### config.mk
export PLATFORM = sky130hd
export DESIGN_NAME = tnps_ctrl
export DESIGN_NICKNAME = d
export VERILOG_FILES = /design/src/design/tnps_pkg.sv /design/src/design/tnps_ctrl.sv
export SDC_FILE = /design/constraint.sdc
export NUM_CORES = 1
export LEC_CHECK = 0
export BUFFER_PORTS_ARGS = -buffer_cell sky130_fd_sc_hd__buf_2
export CAP_MARGIN = 20
export CORE_AREA = 2 2 42 44
export CTS_CLUSTER_DIAMETER = 80
export CTS_CLUSTER_SIZE = 28
export DETAILED_ROUTE_END_ITERATION = 6
export DIE_AREA = 0 0 44 46
export GPL_TIMING_DRIVEN = 1
export PLACE_DENSITY = 0.6
export SLEW_MARGIN = 20
export SYNTH_ARGS = -nofsm -noshare
export SYNTH_HDL_FRONTEND = slang
export SYNTH_SLANG_ARGS = --single-unit
### constraint.sdc
create_clock -name i_clk -period 2 [get_ports i_clk]
set_clock_uncertainty 0.15 [all_clocks]
set_input_delay 0.2 -clock i_clk [delete_from_list [all_inputs] [get_ports i_clk]]
set_output_delay 0.2 -clock i_clk [all_outputs]
set_load 0.005 [all_outputs]
### src/design/tnps_pkg.sv
// Shared types, codes and widths of the trajectory nearest point store.
// Used by the controller, the datapath and the top level; depends on nothing.
package tnps_pkg;

    localparam int MAX_POINTS_DEF = 256;

    localparam int POS_W   = 32;        // x and y, 1/256 m
    localparam int TIME_W  = 48;        // query or append time, ms
    localparam int PT_W    = 32;        // stored relative time, ms
    localparam int QT_W    = TIME_W + 1; // query time after base subtraction
    localparam int BASE_W  = 47;
    localparam int IDX_W   = 8;
    localparam int STS_W   = 2;
    localparam int PADDR_W = 4;
    localparam int PDATA_W = 64;
    localparam int SQ_W    = 2 * POS_W;  // one exact square
    localparam int DIST_W  = SQ_W + 1;   // sum of two squares

    // Command codes of an input item.
    localparam logic [2:0] CMD_CLEAR  = 3'd0;
    localparam logic [2:0] CMD_APPEND = 3'd1;
    localparam logic [2:0] CMD_POS    = 3'd2;
    localparam logic [2:0] CMD_REL    = 3'd3;
    localparam logic [2:0] CMD_ABS    = 3'd4;

    // Result status codes.
    localparam logic [STS_W-1:0] ST_OK    = 2'd0;
    localparam logic [STS_W-1:0] ST_EMPTY = 2'd1;
    localparam logic [STS_W-1:0] ST_FULL  = 2'd2;

    // Register index of base_time (paddr bit 3, 8-byte registers).
    localparam logic REG_BASE_TIME = 1'b0;

    // What the datapath does with an item in the cycle of its transfer.
    typedef enum logic [2:0] {
        ACC_NONE   = 3'd0,
        ACC_CLEAR  = 3'd1,
        ACC_APPEND = 3'd2,
        ACC_NOP    = 3'd3,
        ACC_EMPTY  = 3'd4,
        ACC_POS    = 3'd5,
        ACC_REL    = 3'd6,
        ACC_ABS    = 3'd7
    } t_acc;

    typedef struct packed {
        t_acc acc;
        logic scan_rd;
        logic pick;
        logic fetch;
        logic fetch_ld;
        logic emit;
    } t_ctl;

    typedef struct packed {
        logic empty;
        logic scan_last;
        logic pipe_busy;
        logic out_free;
    } t_sts;

endpackage

### src/design/tnps_ctrl.sv
// Controller state machine of the trajectory nearest point store.
// Depends on tnps_pkg for the command and status structs.
module tnps_ctrl import tnps_pkg::*; (
    input  logic       i_clk,
    input  logic       i_rst_n,
    input  logic       i_valid,
    input  logic [2:0] i_cmd,
    input  t_sts       i_sts,
    output logic       o_stall,
    output t_ctl       o_ctl
);

    typedef enum logic [6:0] {
        S_IDLE  = 7'b0000001,
        S_SCAN  = 7'b0000010,
        S_DRAIN = 7'b0000100,
        S_PICK  = 7'b0001000,
        S_FETCH = 7'b0010000,
        S_LOAD  = 7'b0100000,
        S_DONE  = 7'b1000000
    } t_state;

    t_state r_state, n_state;

    always_comb begin
        n_state        = r_state;
        o_ctl          = '0;
        o_ctl.acc      = ACC_NONE;
        o_stall        = 1'b1;
        case (r_state)
            S_IDLE: begin
                o_stall = 1'b0;
                if (i_valid) begin
                    n_state = S_DONE;
                    case (i_cmd)
                        CMD_CLEAR:  o_ctl.acc = ACC_CLEAR;
                        CMD_APPEND: o_ctl.acc = ACC_APPEND;
                        CMD_POS: begin
                            o_ctl.acc = i_sts.empty ? ACC_EMPTY : ACC_POS;
                            n_state   = i_sts.empty ? S_DONE : S_SCAN;
                        end
                        CMD_REL: begin
                            o_ctl.acc = i_sts.empty ? ACC_EMPTY : ACC_REL;
                            n_state   = i_sts.empty ? S_DONE : S_SCAN;
                        end
                        CMD_ABS: begin
                            o_ctl.acc = i_sts.empty ? ACC_EMPTY : ACC_ABS;
                            n_state   = i_sts.empty ? S_DONE : S_SCAN;
                        end
                        default:    o_ctl.acc = ACC_NOP;
                    endcase
                end
            end
            S_SCAN: begin
                o_ctl.scan_rd = 1'b1;
                if (i_sts.scan_last) begin
                    n_state = S_DRAIN;
                end
            end
            S_DRAIN: begin
                if (!i_sts.pipe_busy) begin
                    n_state = S_PICK;
                end
            end
            S_PICK: begin
                o_ctl.pick = 1'b1;
                n_state    = S_FETCH;
            end
            S_FETCH: begin
                o_ctl.fetch = 1'b1;
                n_state     = S_LOAD;
            end
            S_LOAD: begin
                o_ctl.fetch_ld = 1'b1;
                n_state        = S_DONE;
            end
            S_DONE: begin
                if (i_sts.out_free) begin
                    o_ctl.emit = 1'b1;
                    n_state    = S_IDLE;
                end
            end
            default: n_state = S_IDLE;
        endcase
    end

    always_ff @(posedge i_clk) begin
        if (!i_rst_n) begin
            r_state <= S_IDLE;
        end else begin
            r_state <= n_state;
        end
    end

endmodule

==> results summary <==
The max-slew violation total from the final report is 0. The peak clock frequency supported by timing came out at 530 MHz. The cell family with the largest share of critical-path delay is simple AND/OR/NAND/NOR gates. Among all stages on the critical path, the largest delay is contributed by dfxtp_2. At the later pin of the worst-skew pair, clock insertion delay measures 0.25 ns.

The run finished with clean final reports. The worst-case register-to-register setup slack came out at 0.19 ns. Sorting the synthesized cells by area gives the leading types as dfxtp_1 (26%), nor3_1 (5.6%), nor2_1 (5.6%). The library cell used most frequently in the layout, excluding fill and tap cells, is buf_2. The number of design-rule violations left by the first detailed-router iteration came out at 14. The headroom to the max-slew limit came out at 71.5%. After layout, the minimum clock period comes to 1.89 ns.

The startpoint of the most critical hold path is i_sts[2]. The placement-stage worst setup slack came out at 0.281 ns. The die covers 0.00202 sq mm.

The overall track demand over capacity in global routing is 15.1%. Setup repair after global routing left no endpoint under its margin. In this run, post-CTS hold repair placed 0 buffers. The number of buffers created by CTS is 3. The number of distinct standard cells referenced by the synthesized netlist came out at 33. The cell count after synthesis came out at 75.

In this run the critical register-to-register path is captured at r_state[0]. The top cell type by area accounts for 26.4% of the synthesized area. The path class of the tightest hold or removal check is input port to register.

The hold violation count in the final report came out at 0. The H-tree depth came out at 1. After detailed routing, the number of vias per cell comes to 5.49.

After clock tree synthesis, the clock-pin slew on the worst setup and hold paths is 0.05 ns. During synthesis, Yosys emitted a total of 0 warnings. The first-pass iteration count of the detailed router came out at 4. Detailed placement finished with a half-perimeter wire length of 1070 um.

The core region is 0.00161 sq mm. After the last flow step, the layout net total stands at 107. The post-synthesis register bit count is 7.

The clock root buffer is clkbuf_4. The number of setup violations in the final report is 0. The global placer's final weighted congestion came out at 0.814. The largest net degree at the start of global routing is 11. The number of nets produced by synthesis came out at 85. The initial antenna violation count was 0. The synthesis-to-layout area growth is 30.8%. In this run the remaining antenna-violating nets after routing total 0. The number of remaining DRC errors came out at 0.

The critical path crosses 5 cells after its start point. The maximum clock insertion buffer count came out at 2. The depth of the worst register-to-register path is 4. The clock sink count is 7. The flip-flop count of the largest register, all copies and words added came out at 7. The reg-to-reg startpoint is r_state[5]. The post-cts resize count came out at 0.

The worst hold path terminates at r_state[2]. The average detailed-routed wire length per instance came out at 12.5 um. The static leakage power came out at 0.319 nW. The maximum resistive drop on vdd is 0.000344 V. The post-synthesis instance area came out at 532 sq um. The wire length of the first global-routing pass is 2280 um. Across the run, the number of max-cap violations was 0. The slew at the pin with the worst max-slew slack came out at 0.417 ns. The routed via count came out at 620. Summed over all layers, the global routing overflow is 0.

The number of cells traversed by the worst hold path is 3. The effective utilization at floorplan is 32.9%. The number of setup buffers added after CTS is 0.

The die boundary width is 44 um. The ratio of cells with drive above 1 in the final layout is 30.2%. The highest fanout seen on the critical path came out at 8. Data arrives at the worst endpoint at 1.54 ns. The critical path required time is 1.65 ns. The core utilization of the finished layout came out at 43.1%.

The kind of start point of the critical path is a register. Input and output buffers added on the ports amount to 18. Setup slack closes at 0.112 ns. The path type of the worst setup path is register to output port. Walking the worst path, the cells encountered are nor4_4, and3_4, nand2_1, nor3_1, buf_2.

The number of global-route vias before repair is 560. The share of the yosys chip area belonging to registers came out at 26.4%. r_state holds more flip-flops than any other register. Power spread over the standard cell area amounts to 744 mW/mm^2. On the final layout, the worst hold slack is 0.0556 ns.

Each instance of the synthesized netlist takes up on average 7.09 sq um. Together, buffers and inverters on the worst path number 1. The top-level I/O count is 19. The final layout contains routed wiring with a total length of 1420 um.

The worst setup path is captured at an output port. The top cell types in the final layout, fill and taps aside, are buf_2 (18), nor2_1 (7), dfxtp_1 (6). The setup TNS is 0 ns.

The final critical path takes up 94.4% of the cycle. The stage delay of the slowest cell on the critical path is 0.37 ns. The clock tree from TritonCTS is built. The number of standard-cell rows in the floorplan is 15. The largest registers in the layout are r_state x7. The total inserted antenna cells came out at 0. Of all cell types, the one taking the most synthesized area is dfxtp_1. The floorplan step set the die height to 46 um.

The total chip power came out at 517 uW.
per-layer routing:
layer / GRT usage, % / share of wire (%) / routed length [um]
met1: 18.3 / 46 / 652
met2: 25.6 / 47 / 665
met3: 1.59 / 5.0 / 71
met4: 9.09 / 1.8 / 26
met5: 0 / 0 / 0
metrics by stage:
step                      std cells  cell area (sq um)
after floorplan                  75                532
after global placement          109                642
after detailed placement        109                642
after CTS                       113                668
after global routing            113                696
final                           113                696
cell usage after synthesis, drive strengths merged:
master and count:
a2111oi 1, a21oi 5, a31oi 1, a41oi 1
and3 2, and4 1, and4b 1, buf 1
clkbuf 1, dfxtp 7, inv 5, nand2 5
nand2b 3, nand3 4, nand4 3, nor2 8
nor2b 4, nor3 6, nor3b 3, nor4 2
o211a 1, o21a 1, o21ai 2, o21bai 1
o22ai 2, o311ai 1, o31ai 1, or3 1
or3b 1
power by group:
group / internal [mW] / total, mW / switching (mW) / leakage, nW
Sequential: 0.153 / 0.187 / 0.0338 / 0.0574
Clock: 0.0763 / 0.130 / 0.0540 / 0.0150
Combinational: 0.0951 / 0.200 / 0.105 / 0.247
Total: 0.325 / 0.517 / 0.193 / 0.319
how the worst max path moves through the flow:
stage	from	to	slack [ns]
6_report	r_state[1]	o_ctl[6]	0.11
5_1_grt	r_state[3]	o_ctl[6]	0.03
4_1_cts	r_state[5]	o_ctl[3]	0.004
3_5_place_dp	r_state[2]	r_state[1]	0.28
3_3_place_gp	r_state[2]	r_state[1]	0.28
2_1_floorplan	r_state[0]	r_state[0]	0.43
cell families (layout without fill, tap and decap cells):
| family | count (synthesis) | in the layout | share of synthesized area (%) |
|---|---|---|---|
| compound gates | 17 | 17 | 21.2 |
| buf+inv | 7 | 28 | 5.17 |
| flops | 7 | 7 | 26.4 |
| simple gates | 44 | 44 | 47.3 |
layout make-up:
type / count / area [sq um]
well taps: 17 / 21.3
clock buffers: 4 / 26.3
flip-flops and latches: 7 / 141
inverters: 5 / 18.8
repair buffers: 19 / 97.6
multi-input cells: 61 / 390
fillers: 185 / 918
worst register-to-register path: cells and delay by family (launching register included):
family,cells,cell delay [ns]
compound gates,3,0.78
flops,1,0.47
simple gates,1,0.29
(Power assumes the default switching activity.)
